<file path="src/rtl/rue_div_pipe.sv">
// Pipelined restoring divider, one quotient bit per stage, with a sideband word.
module rue_div_pipe #(
    parameter int DW = 18,
    parameter int QW = 24,
    parameter int SW = 2
) (
    input  logic          i_clk,
    input  logic          i_rst_n,
    input  logic          i_en,
    input  logic          i_valid,
    input  logic [DW-1:0] i_rem,
    input  logic [DW-1:0] i_den,
    input  logic [QW-1:0] i_bits,
    input  logic [SW-1:0] i_side,
    output logic          o_valid,
    output logic [QW-1:0] o_quot,
    output logic [SW-1:0] o_side
);

    logic          r_v    [QW];
    logic [DW-1:0] r_rem  [QW];
    logic [DW-1:0] r_den  [QW];
    logic [QW-1:0] r_bits [QW];
    logic [SW-1:0] r_side [QW];

    for (genvar s = 0; s < QW; s++) begin : g_stage
        logic          v_in;
        logic [DW-1:0] rem_in;
        logic [DW-1:0] den_in;
        logic [QW-1:0] bits_in;
        logic [SW-1:0] side_in;
        logic [DW+1:0] diff;
        logic [DW-1:0] n_rem;
        logic [QW-1:0] n_bits;

        if (s == 0) begin : g_first
            assign v_in    = i_valid;
            assign rem_in  = i_rem;
            assign den_in  = i_den;
            assign bits_in = i_bits;
            assign side_in = i_side;
        end else begin : g_next
            assign v_in    = r_v[s-1];
            assign rem_in  = r_rem[s-1];
            assign den_in  = r_den[s-1];
            assign bits_in = r_bits[s-1];
            assign side_in = r_side[s-1];
        end

        // trial subtract of the shifted partial remainder
        assign diff   = {1'b0, rem_in, bits_in[QW-1]} - {2'b00, den_in};
        assign n_rem  = diff[DW+1] ? {rem_in[DW-2:0], bits_in[QW-1]} : diff[DW-1:0];
        assign n_bits = {bits_in[QW-2:0], ~diff[DW+1]};

        always_ff @(posedge i_clk) begin
            if (!i_rst_n) begin
                r_v[s] <= 1'b0;
            end else if (i_en) begin
                r_v[s] <= v_in;
            end
        end

        always_ff @(posedge i_clk) begin
            if (i_en) begin
                r_rem[s]  <= n_rem;
                r_den[s]  <= den_in;
                r_bits[s] <= n_bits;
                r_side[s] <= side_in;
            end
        end
    end

    assign o_valid = r_v[QW-1];
    assign o_quot  = r_bits[QW-1];
    assign o_side  = r_side[QW-1];

endmodule

</file>
<file path="config.mk">
export PLATFORM = sky130hd
export DESIGN_NAME = rue_div_pipe
export DESIGN_NICKNAME = d
export VERILOG_FILES = /design/src/rtl/rue_div_pipe.sv
export SDC_FILE = /design/constraint.sdc
export NUM_CORES = 2
export LEC_CHECK = 0
export BUFFER_PORTS_ARGS = -buffer_cell sky130_fd_sc_hd__buf_2
export CORE_ASPECT_RATIO = 1.1
export CORE_MARGIN = 2
export CORE_UTILIZATION = 60
export CTS_BUF_LIST = sky130_fd_sc_hd__clkbuf_4 sky130_fd_sc_hd__clkbuf_8
export DETAILED_ROUTE_END_ITERATION = 7
export GPL_ROUTABILITY_DRIVEN = 0
export PLACE_DENSITY_LB_ADDON = 0.05
export SYNTH_ARGS = -nofsm -noshare
export SYNTH_HDL_FRONTEND = slang
export SYNTH_SLANG_ARGS = --single-unit
</file>
<file path="constraint.sdc">
create_clock -name i_clk -period 3.8 [get_ports i_clk]
set_input_delay 0.76 -clock i_clk [delete_from_list [all_inputs] [get_ports i_clk]]
set_output_delay 0.76 -clock i_clk [all_outputs]
set_load 0.01 [all_outputs]
</file>
# Word-level counts from Yosys, hierarchy flattened
# Memories as Yosys holds them, arrays and structs flattened.
# Cells that the tools add are included.
# totals
ff_bits	0
ramBits	1512
out_inout_bits	27
word_cells	130
memories	5
# op_classes
add_sub_neg	24
mux	53
n_bitwise	48
# mem_list
name	words	width	rd	rd_clocked_by_memory_dff	write_ports	line	rtl
r_bits	24	24	24	0	24	23	logic [QW-1:0] r_bits [QW];
r_den	24	18	23	0	24	22	logic [DW-1:0] r_den [QW];
r_rem	24	18	23	0	24	21	logic [DW-1:0] r_rem [QW];
r_side	24	2	24	0	24	24	logic [SW-1:0] r_side [QW];
r_v	24	1	24	0	24	20	logic r_v [QW];
# ops
op	n
19-bit by 18-bit subtractor with 20-bit output	24
18-bit 2-to-1 mux	24
1-bit 2-to-1 mux	29
1-bit inverter	24
1-bit OR	24

# Logic depth before layout (Yosys ltp)
# logic_depth
depth_word	4
mapped_depth	14
depth_no_buf	13

# Worst setup path before layout
# No wires, ideal clock.
# synth_timing
path_type	input-to-reg
from	input i_bits[23]
to	memory r_rem[0][10], data pin
setup_time_ns	0.260
t_arrival_ns	3.130
required_time_ns	3.540
path_slack_ns	0.410
stages	13
cell_sequence	inv_1 -> ha_1 -> inv_1 -> fa_1 -> a21o_1 -> a21oi_1 -> o21bai_1 -> a2111oi_0 -> nor3_1 -> a21o_1 -> a21oi_1 -> xnor2_1 -> mux2_2
# synth_rtl
item	line	rtl
start, declared	13	input logic [QW-1:0] i_bits,
end, declared	21	

==> flow_metrics.env <==
export IMPL_outcome="complete, no violations"
export IMPL_synth_top_family_by_area="compound AO/OA/AOI/OAI gates"
export IMPL_cts_root_buf="clkbuf_8"
export IMPL_syn_area_mm2=0.0690
export IMPL_grt_pass1_wl_um=195000
export IMPL_fill_cells=8283
export IMPL_vias=40200
export IMPL_synthMuxAreaShare_pct=2.22
export IMPL_async_flop_share_pct=0
export IMPL_synth_simple_area_share_pct=6.78
export IMPL_crit_fanout=3
export IMPL_ctsHtreeMaxLevel=4
export IMPL_leakagePower_nw=30.8
export IMPL_synth_seq_cells=1476
export IMPL_fin_cells=7314
export IMPL_synth_largest_area_cell="edfxtp_1"
export IMPL_drt_iter0_markers=2582
export IMPL_yosys_area_share_xor_xnor_pct=3.91
export IMPL_path_class="flip-flop to flip-flop"
export IMPL_yosysSeqAreaShare_pct=64.3
export IMPL_setup_ws_ns=0.273
export IMPL_grt_max_degree=98
export IMPL_synth_cell_types=77
export IMPL_ff_latch_area_mm2=0.0443
export IMPL_synth_top_cells_by_area="edfxtp_1 64%, ha_1 7.8%, inv_1 3.1%, a21oi_1 2.5%, o21ai_0 2.5%"
export IMPL_multiInputGateArea_mm2=0.0222
export IMPL_critPathCaptureType="flip-flop"
export IMPL_start_util_pct=60.4
export IMPL_synth_nets=5738
export IMPL_ios=93
export IMPL_yosysMostFrequentCell="edfxtp_1"
export IMPL_fin_crit_ns=3.53
export IMPL_clk_latency_ns=0.94
export IMPL_portBuffers=92
export IMPL_synth_main_ff_cell="edfxtp_1"
export IMPL_critPathLaunchType="flip-flop"
export IMPL_rsz0062_at_grt="false"
export IMPL_dr_pass1_iters=5
export IMPL_core_area_mm2=0.114
export IMPL_place_hpwl_um=83700
export IMPL_clk_pin_slew_ns=0.06
export IMPL_period_share_pct=92.8
export IMPL_place_ws_ns=-0.0920
export IMPL_dp_cells=6848
export IMPL_worstPathArrival_ns=4.19
export IMPL_synth_compound_area_share_pct=10.7
export IMPL_dieWidth_um=327
export IMPL_fmax_mhz=284
export IMPL_min_path_type="input pin to flip-flop"
export IMPL_required_ns=4.46
export IMPL_holdWs_ns=0.162
export IMPL_cts_sinks=1476
export IMPL_tritoncts="built"
export IMPL_worst_slew_pin_slew_ns=1.06
export IMPL_drc=0
export IMPL_yosys_warnings=0
export IMPL_die_area_mm2=0.118
export IMPL_drv_cap=0
export IMPL_via_per_inst=5.49
export IMPL_hold_viol=0
export IMPL_synth_common_cells="1475 x edfxtp_1, 563 x inv_1, 431 x ha_1"
export IMPL_drive_above_1_share_pct=12.4
export IMPL_avgSynthCellArea_um2=13.2
export IMPL_area_growth_pct=11.9
export IMPL_die_y_um=360
export IMPL_ant_nets=0
export IMPL_synthAdderAreaFrac_pct=8.49
export IMPL_cts_buffers_inserted=227
export IMPL_grt_pass1_vias=39800
export IMPL_irDropWorstVdd_uv=468
export IMPL_grt_antenna_before_repair=2
export IMPL_synth_top_area_share_pct=64.2
export IMPL_setup_viol=0
export IMPL_finClkSkew_ns=0.0320
export IMPL_grt_usage_pct=20.4
export IMPL_netlist_instances=5218
export IMPL_rows=130
export IMPL_powerDensity_mw_per_mm2=770
export IMPL_clockBufferDepth=3
export IMPL_finalWirelength_um=119000
export IMPL_post_cts_buffers=0
export IMPL_nets=6122
export IMPL_avgRoutedWirePerCell_um=16.3
export IMPL_synth_edf_count=1475
export IMPL_drv_slew=0
export IMPL_max_slew_margin_rel_pct=29.1
export IMPL_fin_util_pct=67.6
export IMPL_grt_ovfl_total=0
## cells by family after synthesis
kind of cell             count (synthesis)
multiplexers                           135
flip-flops                            1476
buffers and inverters                  649
AO/OA/AOI/OAI                         1185
adder cells (fa/ha/maj)                454
AND/OR/NAND/NOR                       1011
XOR/XNOR                               308
## per-layer routing
metal | GRT usage (%) | up-vias | part of all wire, %
met5 | 0 | - | 0.0092
met4 | 7.32 | 2 | 2.7
met1 | 25.7 | 19200 | 43
li1 | - | 20100 | -
met2 | 35.1 | 697 | 50
met3 | 4.04 | 222 | 3.8
## flip-flops by register name (all words and copies together) (netlist names)
| signal | count |
|---|---|
| r_den | 414 |
| r_v | 24 |
| r_rem | 414 |
| r_bits | 576 |
| r_side | 48 |
## repair_timing
item	in CTS	in global routing
resized for setup	0	3
hold buffers	43	0
hold endpoints to repair	43	0
setup endpoints to repair	0	2
## worst paths after layout
kind,start,to,slack [ns],cells after the start
hold reg to reg,r_bits[0][128],r_bits[0][153],0.40,0
setup reg to reg,r_bits[2][119],r_rem[2][106],0.27,13
hold / removal,i_valid,r_v[0][0],0.16,2
setup / recovery,r_bits[2][119],r_rem[2][106],0.27,13
## metrics by stage
stage | power, W | setup TNS [ns] | area [um2]
floorplan | 0.0410 | 0 | 69000
global placement | 0.0459 | 0 | 72200
detailed placement | 0.0465 | -0.0945 | 72200
CTS | 0.0599 | 0 | 77200
global route | 0.0638 | 0 | 77200
finish | 0.0594 | 0 | 77200
## where the power goes
part           internal (W)  leakage (nW)  switching [W]
clock network       0.00700          2.41        0.00611
logic                0.0100          14.0         0.0119
registers            0.0227          14.5        0.00168
total                0.0397          30.8         0.0197
## worst max-delay path: stages, from the launching register on
cell and delay, ns:
edfxtp_1 0.38, inv_1 0.06, ha_1 0.15, inv_1 0.05, fa_1 0.41, a21oi_1 0.30
o2111ai_1 0.23, a31oi_1 0.28, o21ai_0 0.16, a2111oi_0 0.50, nor3_1 0.16, a31oi_1 0.22
xnor2_1 0.09, mux2_2 0.26
## layout by cell type (no fill, tap or decap), types with 23 or more instances in the layout
cell type | netlist | final
clkbuf_4 | 0 | 73
nand2b_1 | 55 | 55
o21a_1 | 42 | 42
o31ai_1 | 38 | 37
clkinv_1 | 0 | 67
xnor2_1 | 182 | 182
nor3_1 | 70 | 70
ha_1 | 431 | 431
and3_1 | 56 | 56
mux2_2 | 113 | 113
nand2_1 | 330 | 330
a2111oi_0 | 28 | 27
o21ai_0 | 338 | 336
nand3_1 | 69 | 69
nor2b_1 | 55 | 55
fa_1 | 23 | 23
buf_12 | 1 | 28
clkbuf_8 | 0 | 228
o21bai_1 | 39 | 37
a31oi_1 | 25 | 23
a211oi_1 | 36 | 36
edfxtp_1 | 1475 | 1475
a21oi_1 | 346 | 345
clkinv_2 | 0 | 27
buf_2 | 13 | 91
a21o_1 | 135 | 135
inv_1 | 563 | 563
xor2_1 | 126 | 126
dlygate4sd3_1 | 0 | 43
nor2_1 | 277 | 277
buf_4 | 0 | 79
## area by class of cell
cell class,count,share of cell area [%]
Multi-Input combinational cell,3093,28.8
Clock inverter,121,1.16
Clock buffer,301,4.78
Sequential cell,1476,57.4
Timing Repair Buffer,241,2.64
Tap cell,1518,2.46
Antenna cell,1,0.00324
Inverter,563,2.74
(Power assumes the default switching activity.)
