==> src/rtl/rue_pkg.sv <==
// Shared constants and types for the radial undistortion block.
package rue_pkg;

    localparam int unsigned FRAC_BITS = 8;
    localparam int unsigned COORD_MAX = 127;
    localparam int unsigned OUT_LIM   = COORD_MAX << FRAC_BITS;

    localparam logic [1:0] CFG_CENTER_X     = 2'd0;
    localparam logic [1:0] CFG_CENTER_Y     = 2'd1;
    localparam logic [1:0] CFG_FOCAL_LENGTH = 2'd2;
    localparam logic [1:0] CFG_RADIAL_COEFF = 2'd3;

    localparam logic [15:0] RST_CENTER_X     = 16'd16128;
    localparam logic [15:0] RST_CENTER_Y     = 16'd16128;
    localparam logic [17:0] RST_FOCAL_LENGTH = 18'd51200;
    localparam logic [15:0] RST_RADIAL_COEFF = 16'd0;

    typedef struct packed {
        logic [14:0] x;
        logic [14:0] y;
        logic        in_range;
    } t_result;

endpackage

==> src/rtl/rue_skid.sv <==
// Output register with one skid entry that absorbs one word of output stall.
module rue_skid (
    input  logic             i_clk,
    input  logic             i_rst_n,
    input  logic             i_valid,
    input  rue_pkg::t_result i_word,
    output logic             o_full,
    output logic             o_valid,
    output rue_pkg::t_result o_word,
    input  logic             i_stall
);

    logic             r_out_v;
    logic             r_skid_v;
    rue_pkg::t_result r_out;
    rue_pkg::t_result r_skid;
    logic             take;

    assign take = r_out_v && !i_stall;

    always_ff @(posedge i_clk) begin
        if (!i_rst_n) begin
            r_out_v  <= 1'b0;
            r_skid_v <= 1'b0;
        end else if (r_skid_v) begin
            if (take) begin
                r_out_v  <= 1'b1;
                r_skid_v <= 1'b0;
            end
        end else if (!r_out_v || take) begin
            r_out_v <= i_valid;
        end else if (i_valid) begin
            r_skid_v <= 1'b1;
        end
    end

    always_ff @(posedge i_clk) begin
        if (r_skid_v) begin
            if (take) begin
                r_out <= r_skid;
            end
        end else if (!r_out_v || take) begin
            r_out <= i_word;
        end else if (i_valid) begin
            r_skid <= i_word;
        end
    end

    assign o_full  = r_skid_v;
    assign o_valid = r_out_v;
    assign o_word  = r_out;

endmodule

==> config.mk <==
export PLATFORM = sky130hd
export DESIGN_NAME = rue_skid
export DESIGN_NICKNAME = d
export VERILOG_FILES = /design/src/rtl/rue_pkg.sv /design/src/rtl/rue_skid.sv
export SDC_FILE = /design/constraint.sdc
export NUM_CORES = 1
export LEC_CHECK = 0
export BUFFER_PORTS_ARGS = -buffer_cell sky130_fd_sc_hd__buf_2
export CAP_MARGIN = 10
export CORE_UTILIZATION = 55
export CTS_BUF_LIST = sky130_fd_sc_hd__clkbuf_8
export CTS_CLUSTER_SIZE = 25
export DETAILED_ROUTE_END_ITERATION = 6
export MAX_ROUTING_LAYER = met4
export PLACE_DENSITY = 0.92
export SYNTH_ARGS = -nofsm -noshare
export SYNTH_HDL_FRONTEND = slang
export SYNTH_SLANG_ARGS = --single-unit
==> constraint.sdc <==
create_clock -name i_clk -period 7.6 [get_ports i_clk]
set_input_delay 1.52 -clock i_clk [delete_from_list [all_inputs] [get_ports i_clk]]
set_output_delay 1.52 -clock i_clk [all_outputs]
set_load 0.02 [all_outputs]
# Word level (Yosys, flattened, before mapping)
# Index checks and enable logic that the tools add are counted.
[classes] n_div=0 magnitude_cmp=0 add_sub_neg=0 n_reduce_logical=7 bitwise=2 mul=0 mux=10 n_eq_ne=1 shift=0
[ops] operator="$mux W31" n=3
[ops] operator="$mux W1" n=7
[ops] operator="$reduce_and A3 Y1" n=1
[ops] operator="$logic_not A1 Y1" n=2
[ops] operator="$ne A2 B1 Y1 const B" n=1
[ops] operator="$not A1 Y1" n=2
[ops] operator="$reduce_and A2 Y1" n=1
[ops] operator="$reduce_bool A2 Y1" n=1
[ops] operator="$logic_and A1 B1 Y1" n=1
[ops] operator="$logic_or A1 B1 Y1" n=1
[word_totals] latchBits=0 in_bits=35 output_inout_bits=33 register_bits=64 elab_cells=28 rom_bits=0 memories=0 ramBits=0

# Depth between registers and ports, before layout
# Gate-level depths: netlist of the first run.
[logic_depth] ltp_word=5 ltp_mapped=4 ltp_nobuf=2

# Worst setup path before layout of the first run
# OpenSTA, ideal clock, no wires.
[synth_path] path_type="input -> register" startpoint="input i_stall" endpoint="register r_out, in the netlist o_word[0] (enable)" path_stages=1 n_path_buf=0 slack_ns=4.020 arrival_ns=3.147 required_time_ns=7.167 setup_ns=0.433 path_cell_list="mux2i_1"
[synth_between] elab_chain_cells=5 elab_cells_between_ends=6 classes_between="1 x eq/ne; 5 x reduce/logical"
[synth_lines] item="start, declared" line="rue_skid.sv:10" rtl="input logic i_stall"
[synth_lines] item="$logic_not A1 Y1 *" line="rue_skid.sv:19" rtl="assign take = r_out_v && !i_stall;"
[synth_lines] item="$logic_and A1 B1 Y1 *" line="rue_skid.sv:19"
[synth_lines] item="$logic_or A1 B1 Y1" line="rue_skid.sv:42" rtl="end else if (!r_out_v || take) begin"
[synth_lines] item="$reduce_bool A2 Y1 (no line)"
[synth_lines] item="$reduce_and A2 Y1 (no line) *"
[synth_lines] item="end signal, assigned" line="rue_skid.sv:40" rtl="r_out <= r_skid;"
[synth_lines] item="end signal, assigned" line="rue_skid.sv:43" rtl="r_out <= i_word;"
[synth_lines] item="end, declared" line="rue_skid.sv:15" rtl="rue_pkg::t_result r_out;"
# Every way passes the cells marked *; elsewhere a longest branch is shown, timed or not.
# A chain may end at the register's enable or synchronous reset.

# Final worst setup path of the first run
[layout_path] startpoint="register r_skid_v, in the netlist o_full" endpoint="output o_full"
[layout_lines] item="start, declared" line="rue_skid.sv:14" rtl="logic r_skid_v;"
[layout_lines] item="start signal, assigned" line="rue_skid.sv:24" rtl="r_skid_v <= 1'b0;"
[layout_lines] item="start signal, assigned" line="rue_skid.sv:28" rtl="r_skid_v <= 1'b0;"
[layout_lines] item="start signal, assigned" line="rue_skid.sv:33" rtl="r_skid_v <= 1'b1;"
[layout_lines] item="end, declared" line="rue_skid.sv:7" rtl="output logic o_full,"
# No word-level cell between the ends.

==> results of run 1 <==
## state kept, by name, summed over array words and instances, names as in the netlist
| register | cells |
|---|---|
| o_full | 1 |
| o_valid | 1 |
| o_word | 31 |
| r_skid | 31 |
## cell type report
cell class,instances,area share [%]
sequential,64,63.32
multi-input combinational,40,17.32
timing repair buffer,67,11.16
clock buffer,9,4.122
tap,52,2.165
clock inverter,7,1.790
inverter,1,0.1249
## worst paths after layout
| check | endpoint |
|---|---|
| hold reg to reg | o_word[5] |
| setup reg to reg | r_skid[0] |
| hold / removal | o_word[5] |
| setup / recovery | o_full |
## logic make-up (layout without fill, tap and decap cells)
group / Yosys count / after routing / synth area share (%)
flops: 64 / 64 / 76.77
mux: 32 / 32 / 18.59
simple gates: 5 / 5 / 1.010
buf+inv: 5 / 84 / 3.030
compound gates: 3 / 3 / 0.6059
## cell usage in the layout, fill, tap and decap left out
cell / netlist / final
mux2_2: 4 / 4
buf_2: 0 / 67
clkbuf_8: 0 / 9
nor2_4: 0 / 1
nor2b_1: 1 / 1
edfxtp_1: 62 / 62
bufinv_16: 0 / 1
o21ai_0: 1 / 1
dfxtp_1: 2 / 1
clkinv_1: 0 / 4
clkinv_2: 0 / 1
mux2_4: 27 / 27
nor3_1: 1 / 1
nand2b_1: 1 / 1
inv_1: 1 / 2
nand2_1: 1 / 1
dfxtp_2: 0 / 1
mux2i_4: 0 / 1
a21oi_1: 2 / 2
## layer usage
layer / global-route usage, % / up-vias / wire [um]
met5: - / - / 0
met4: 8.163 / 0 / 76
met3: 6.433 / 7 / 262
met2: 29.45 / 57 / 2071
met1: 22.13 / 602 / 1532
li1: - / 574 / -
## metrics by stage
| step | hold slack [ps] | instance area (um^2) | total power [uW] | util (%) |
|---|---|---|---|---|
| after floorplan | 523.1 | 2477 | 490.1 | - |
| after global placement | 532.7 | 2828 | 517.8 | 64.94 |
| after detailed placement | 534.3 | 2828 | 522.7 | 64.94 |
| after CTS | 548.3 | 3005 | 784.6 | 69.02 |
| after global routing | 559.7 | 3005 | 804.3 | 69.02 |
| final | 548.3 | 3005 | 775.1 | 69.02 |
## power breakdown
group	switching [uW]	total (uW)	internal, uW
sequential	11.5	427	415
clock	116	261	145
combinational	48.0	87.0	39.0
total	176	775	599
==> flow_metrics.py, run 1 <==
metrics = {
    "sta": {
        "finalSetupViolCount": 0,
        "setup_slack_ps": 4384,
        "max-slew-margin-rel_pct": 24.26,
        "fmax_mhz": 311.0,
        "rsz0062_at_grt": "no",
        "finalHoldViolCount": 0,
        "post-route-period-util_pct": 42.32,
        "period_minus_slack_ps": 3216,
        "tns_ps": 0,
        "finClkSkew_ps": 5.277,
        "tightest_slew_ps": 1112,
        "drv_slew": 0,
    },
    "pwr": {
        "leakage_uw": 0.001203,
        "power.density_nw_per_um2": 257.9,
        "vdd_ir_drop_max_mv": 0.1761,
    },
    "worst_setup_path": {
        "crit_fanout": 36,
        "worstPathRequired_ps": 6080,
        "crit_path_max_incr_delay_ps": 1050,
        "worst-path-buf-inv": 1,
        "crit_arrival_ps": 1700,
        "crit_cells": 1,
        "critPathSlowestCell": "dfxtp_2",
        "endpoint_kind": "output pin",
        "path_class": "reg -> out",
        "crit_start": "o_full",
        "reg2reg_depth": 2,
        "r2r_start": "o_full",
        "path_cells": "buf_2",
        "critical-path-top-delay-family": "flip-flops",
        "cp-start-kind": "flip-flop",
        "ff2ff_setup_slack_ps": 5540,
    },
    "yosys": {
        "avgSynthCellArea_um2": 22.73,
        "ys_types": 15,
        "synth.area.top_cells": "edfxtp_1 75%, mux2_4 16%, buf_12 2.4%",
        "synthDominantCellAreaShare_pct": 75.15,
        "async_flop_share_pct": 0,
        "ys_ff_latch": 64,
        "syn_area_um2": 2477,
        "ys.flop_type": "edfxtp_1",
        "synth_most_common_cell": "edfxtp_1",
        "netlist_top_cells_count": "62 x edfxtp_1, 27 x mux2_4, 4 x mux2_2",
        "synth_largest_area_cell": "edfxtp_1",
        "synth-edff-count": 62,
        "netlist_instances": 109,
        "syn-num-nets": 144,
        "ys_seq_area_share_pct": 76.77,
        "yosys_warnings": 0,
    },
    "job": {
        "cap_violations": 0,
    },
    "place": {
        "dp_slack_ps": 4682,
        "routabilityCongestion": 0.7386,
        "dp.cells": 224,
        "dp.final_hpwl_um": 2722,
        "port_buffers": 67,
    },
    "routing": {
        "vias": 1240,
        "viasPerCell": 5.167,
        "drt-initial-drc-count": 74,
        "first_pass_iters": 7,
        "antenna_left": 0,
        "wire_per_inst_um": 16.43,
        "routed_wl_um": 3942,
        "drc": 0,
    },
    "global_route": {
        "grt_overflow": 0,
        "antenna_found_initial": 0,
        "grt_pass1_wl_um": 6348,
        "grt_max_degree": 37,
        "grt_use_total_pct": 18.78,
        "grt_pass1_vias": 1273,
    },
    "cts": {
        "insertion_delay_ps": 330,
        "clkSlewWorstSetupHoldPaths_ps": 60,
        "ctsLongestPathBuffers": 2,
        "cts_tree": "built",
        "ctsResizeCount": 0,
        "cts_made_buffers": 9,
        "clock-sinks": 64,
        "postCtsHoldBufs": 0,
        "post_cts.repair.setup_buffers": 0,
        "cts_root_buffer": "clkbuf_8",
        "htree_levels": 3,
    },
    "layout": {
        "multi_input_area_um2": 520.5,
        "fillCellCount": 286,
        "nets": 218,
        "fin_cells": 240,
        "area.growth.synth_to_final_pct": 21.31,
        "diodes": 0,
        "seq_area_um2": 1903,
        "drive_gt1_share_pct": 59.57,
    },
    "die": {
        "die_w_um": 69.12,
        "start_util_pct": 56.90,
        "core-area_um2": 4354,
        "ios": 68,
        "die_area_um2": 4777,
        "num_rows": 24,
        "die_h_um": 69.12,
    },
    "min_path": {
        "hp-start": "r_skid[5]",
        "min_path_type": "reg -> reg",
        "hold_depth": 1,
    },
    "outcome": {
        "outcome": "completed",
    },
}
Power figures use the tool's default switching activity.
==> run 2: changes to the inputs <==
ABC_AREA = 1   (was default)
CORE_UTILIZATION = 53   (was 55)
PLACE_DENSITY = 0.9   (was 0.92)
clock period = 3.25 ns   (was 7.6 ns; I/O delays follow)
==> run 2 against run 1 <==
Compared with the run above:
- sequential share of layout area is 1.6 points higher
- clock skew is 0.67 ps lower
- register-to-register slack worse by 4100 ps
- final area is 2.5% lower
- sequential power is 130% higher
- utilization is 2.2 points lower
- total power is 130% higher
==> flow_metrics.py, run 2 <==
metrics = {
    "routing": {
        "antenna_left": 0,
        "first_pass_iters": 4,
        "vias": 1529,
        "wire_per_inst_um": 13.13,
        "viasPerCell": 4.916,
        "drt-initial-drc-count": 145,
        "drc": 0,
        "routed_wl_um": 4084,
    },
    "layout": {
        "nets": 289,
        "fin_cells": 311,
        "final_common_cell": "nand2_1",
        "diodes": 0,
        "final_cell_mix": "91 x nand2_1, 67 x buf_2, 62 x edfxtp_1, 10 x nand2_2, 10 x clkbuf_8",
        "fin_util_pct": 66.84,
        "drive_gt1_share_pct": 35.52,
        "area.growth.synth_to_final_pct": 20.97,
    },
    "cts": {
        "htree_levels": 3,
        "cts_root_buffer": "clkbuf_8",
        "postCtsHoldBufs": 0,
        "insertion_delay_ps": 330,
        "clock-sinks": 64,
        "ctsResizeCount": 0,
        "cts_made_buffers": 9,
        "clkSlewWorstSetupHoldPaths_ps": 60,
        "post_cts.repair.setup_buffers": 0,
        "cts_tree": "built",
        "ctsLongestPathBuffers": 2,
    },
    "worst_setup_path": {
        "reg2reg_depth": 4,
        "crit_fanout": 35,
        "path_class": "reg -> out",
        "endpoint_kind": "output pin",
        "worst-path-buf-inv": 2,
        "cp-start-kind": "flip-flop",
        "r2r_start": "o_full",
        "crit_arrival_ps": 1310,
        "worstPathRequired_ps": 2600,
        "critPathSlowestCell": "dfxtp_1",
        "r2r-end": "o_word[27]",
        "ff2ff_setup_slack_ps": 1440,
        "path_cells": "buf_4 -> buf_2",
        "crit_path_max_incr_delay_ps": 400,
        "critical-path-top-delay-family": "buffers and inverters",
    },
    "yosys": {
        "synth_most_common_cell": "nand2_1",
        "avgSynthCellArea_um2": 13.38,
        "synth-edff-count": 62,
        "ys_ff_latch": 64,
        "syn-num-nets": 216,
        "yosys_warnings": 0,
        "netlist_top_cells_count": "91 x nand2_1, 62 x edfxtp_1, 10 x nand2_2",
        "syn_area_um2": 2422,
        "synthDominantCellAreaShare_pct": 76.86,
        "synth_largest_area_cell": "edfxtp_1",
        "ys_seq_area_share_pct": 78.51,
        "ys.flop_type": "edfxtp_1",
        "async_flop_share_pct": 0,
        "synth.area.top_cells": "edfxtp_1 77%, nand2_1 14%, nand2_2 2.6%",
        "ys_types": 11,
        "netlist_instances": 181,
    },
    "min_path": {
        "hp-start": "i_word[23]",
        "holdPathEnd": "r_skid[23]",
        "hold_depth": 1,
        "min_path_type": "in -> reg",
    },
    "sta": {
        "drv_slew": 0,
        "rsz0062_at_grt": "no",
        "setup_slack_ps": 1285,
        "fmax_mhz": 508.9,
        "max-slew-margin-rel_pct": 43.75,
        "period_minus_slack_ps": 1965,
        "finClkSkew_ps": 4.610,
        "finalSetupViolCount": 0,
        "post-route-period-util_pct": 60.46,
        "tns_ps": 0,
        "tightest_slew_ps": 841.7,
        "finalHoldViolCount": 0,
    },
    "global_route": {
        "grt_use_total_pct": 19.10,
        "antenna_found_initial": 0,
        "grt_max_degree": 36,
        "grt_pass1_wl_um": 6651,
        "grt_pass1_vias": 1455,
        "grt_overflow": 0,
    },
    "die": {
        "start_util_pct": 55.25,
        "ios": 68,
        "num_rows": 24,
        "die_area_um2": 4845,
        "die_h_um": 69.61,
        "core-area_um2": 4384,
        "die_w_um": 69.61,
    },
    "job": {
        "cap_violations": 0,
    },
    "place": {
        "dp.final_hpwl_um": 2704,
        "routabilityCongestion": 0.7465,
        "dp.cells": 295,
        "port_buffers": 67,
        "dp_slack_ps": 1253,
    },
    "outcome": {
        "outcome": "completed",
    },
    "pwr": {
        "vdd_ir_drop_max_mv": 0.4113,
        "power.density_nw_per_um2": 599.3,
        "leakage_uw": 0.001304,
    },
}
run 2: metal layers:
metal / global-route usage, % / vias up / wire, um
met1: 22.73 / 700 / 1643
met4: 12.47 / 0 / 129
met2: 29.02 / 62 / 2097
met3: 4.797 / 16 / 213
li1: - / 751 / -
met5: - / - / 0
run 2: cells by family (layout without fill, tap and decap cells):
| kind of cell | count (synthesis) | count (layout) | share of synthesized area (%) |
|---|---|---|---|
| AO/OA/AOI/OAI | 1 | 1 | 0.2064 |
| buffers and inverters | 11 | 89 | 3.977 |
| AND/OR/NAND/NOR | 105 | 105 | 17.30 |
| flip-flops | 64 | 64 | 78.51 |
run 2: through the flow:
| step | cell area [um^2] | total power [uW] | hold WS [ps] |
|---|---|---|---|
| after floorplan | 2422 | 1144 | 490.5 |
| after global placement | 2769 | 1218 | 498.8 |
| after detailed placement | 2769 | 1225 | 506.6 |
| after CTS | 2930 | 1772 | 495.7 |
| after global routing | 2930 | 1825 | 497.1 |
| final | 2930 | 1756 | 510.9 |
run 2: where the power goes:
| part | switching (uW) | internal (uW) |
|---|---|---|
| registers | 15.1 | 979 |
| clock network | 269 | 282 |
| logic | 145 | 65.7 |
run 2: how the worst max path moves through the flow:
stage,from,end,cells past startpoint
4_1_cts,o_full,o_full,2
6_report,o_full,o_full,2
3_5_place_dp,i_stall,o_word[14],5
3_3_place_gp,i_stall,o_word[29],5
2_1_floorplan,i_stall,r_skid[0],2
5_1_grt,o_full,o_full,2
run 2: layout make-up:
type,count,area [um^2]
clock buffers,10,137.6
clock inverters,6,23.77
fillers,306,1454
inverters,4,20.02
multi-input cells,106,431.7
flip-flops and latches,64,1902
well taps,52,65.06
repair buffers,69,350.3
run 2: worst reg2reg max path, delay by kind of cell (launching register included):
kind                   cells  cell delay [ps]
buffers and inverters      2              590
DFF                        1              350
and+or+nand+nor            2              560
==> run 3: changes to the inputs <==
ABC_AREA = 0   (was 1)
CORE_UTILIZATION = 48   (was 53)
PLACE_DENSITY = 0.86   (was 0.9)
clock period = 1.75 ns   (was 3.25 ns; I/O delays follow)
==> run 3 against run 2 <==
Compared with the run above:
- critical path depth stayed put
- sequential power grew 84%
- clock-buffer cell count fell by 1
- sequential share of layout area is 3.3 points lower
- final area increased by 5.5%
- total power is 92% higher
- register-to-register slack lost 1100 ps
- combinational power grew 97%
- wire length shrank 7.8%
- clock power is 110% higher
- hold slack lost 300 ps
- setup slack got worse by 990 ps
- critical endpoint unchanged
- highest routed layer unchanged
==> flow_metrics.py, run 3 (synthesis results as in run 1) <==
metrics = {
    "outcome": {
        "outcome": "completed",
    },
    "sta": {
        "finalSetupViolCount": 0,
        "finalHoldViolCount": 0,
        "drv_slew": 0,
        "post-route-period-util_pct": 82.96,
        "tightest_slew_ps": 264.9,
        "finClkSkew_ps": 4.239,
        "tns_ps": 0,
        "fmax_mhz": 688.8,
        "rsz0062_at_grt": "no",
        "period_minus_slack_ps": 1452,
        "setup_slack_ps": 298.2,
        "max-slew-margin-rel_pct": 82.34,
    },
    "layout": {
        "area.growth.synth_to_final_pct": 24.80,
        "drive_gt1_share_pct": 61.66,
        "final_cell_mix": "67 x buf_2, 62 x edfxtp_1, 27 x mux2_4, 9 x clkbuf_8",
        "nets": 224,
        "diodes": 0,
        "final_common_cell": "buf_2",
        "final_area_um2": 3092,
    },
    "cts": {
        "postCtsHoldBufs": 0,
        "cts_tree": "built",
        "ctsResizeCount": 0,
        "cts_made_buffers": 9,
        "post_cts.repair.setup_buffers": 0,
        "cts_root_buffer": "clkbuf_8",
        "clkSlewWorstSetupHoldPaths_ps": 60,
        "clock-sinks": 64,
        "insertion_delay_ps": 320,
        "htree_levels": 3,
        "ctsLongestPathBuffers": 2,
    },
    "global_route": {
        "grt_pass1_vias": 1211,
        "busiest_layer": "met2",
        "grt_max_degree": 26,
        "grt_overflow": 0,
        "grtUsageMet2_pct": 24.87,
        "grt_use_met1_pct": 19.01,
        "grtUsageMet3_pct": 8.093,
        "grt_pass1_wl_um": 5899,
        "antenna_found_initial": 0,
        "grt_use_total_pct": 16.43,
    },
    "place": {
        "port_buffers": 67,
        "dpl-instance-area_um2": 2917,
        "dp.final_hpwl_um": 2708,
        "routabilityCongestion": 0.6893,
        "dp_slack_ps": 370.3,
    },
    "die": {
        "ios": 68,
        "num_rows": 25,
        "die_w_um": 73.84,
        "core-area_um2": 4848,
        "start_util_pct": 51.10,
        "die_h_um": 73.84,
        "die_area_um2": 5452,
    },
    "routing": {
        "first_pass_iters": 4,
        "drc": 0,
        "wire_per_inst_um": 14.48,
        "drt-initial-drc-count": 73,
        "antenna_left": 0,
        "routed_wl_um": 3766,
        "viasPerCell": 4.623,
        "vias": 1202,
    },
    "pwr": {
        "leakage_uw": 0.001239,
        "power.density_nw_per_um2": 1093,
        "vdd_ir_drop_max_mv": 0.6790,
    },
    "worst_setup_path": {
        "worstPathRequired_ps": 1400,
        "path_class": "reg -> out",
        "endpoint": "o_full",
        "r2r_start": "o_valid",
        "reg2reg_depth": 3,
        "cp-start-kind": "flip-flop",
        "crit_arrival_ps": 1100,
        "crit_fanout": 25,
        "r2r-end": "r_skid[7]",
        "crit_start": "o_full",
        "endpoint_kind": "output pin",
        "ff2ff_setup_slack_ps": 380,
    },
    "job": {
        "cap_violations": 0,
    },
    "min_path": {
        "min_path_type": "in -> reg",
    },
}
==> run 3: how the worst min path moves through the flow <==
stage	startpoint	end	slack [ps]	cells after the start
floorplan	i_word[0]	r_skid[0]	450	0
CTS	i_word[20]	r_skid[20]	200	1
finish	i_word[20]	r_skid[20]	210	1
global route	i_word[12]	r_skid[12]	190	1
global placement	r_skid[30]	o_word[30]	530	1
detailed placement	r_skid[13]	o_word[13]	530	1
==> run 3: worst max-delay path, stage by stage, from the launching register on <==
cell and delay (ps):
dfxtp_2 360, buf_12 220, buf_2 200
==> run 3: per-layer routing <==
layer / share of wire (%) / routed length (um) / up-vias
li1: - / - / 587
met1: 42 / 1584 / 555
met2: 50 / 1872 / 58
met3: 7.9 / 296 / 2
met4: 0.35 / 13 / 0
met5: 0 / 0 / -
==> run 3: metrics by stage <==
| step | total power (uW) | utilization, % | cells | hold WS (ps) |
|---|---|---|---|---|
| detailed placement | 2283 | 60.15 | 245 | 534.7 |
| global placement | 2271 | 60.15 | 245 | 526.8 |
| CTS | 3419 | 63.77 | 260 | 195.2 |
| finish | 3379 | 63.77 | 260 | 213.7 |
| global route | 3519 | 63.77 | 260 | 193.6 |
| floorplan | 2132 | - | 109 | 448.9 |
==> run 3: cell type report <==
cell class                      instances  area, um^2
Clock inverter                          6       51.30
Sequential cell                        64        1903
Fill cell                             344        1757
Inverter                                1       3.754
Clock buffer                            9       123.9
Multi-Input combinational cell         40       520.5
Timing Repair Buffer                   73       405.4
Tap cell                               67       83.83
==> run 3: power by group <==
group	internal [uW]	switching, uW
combinational	185	230
clock	630	504
sequential	1800	28.0
total	2620	762
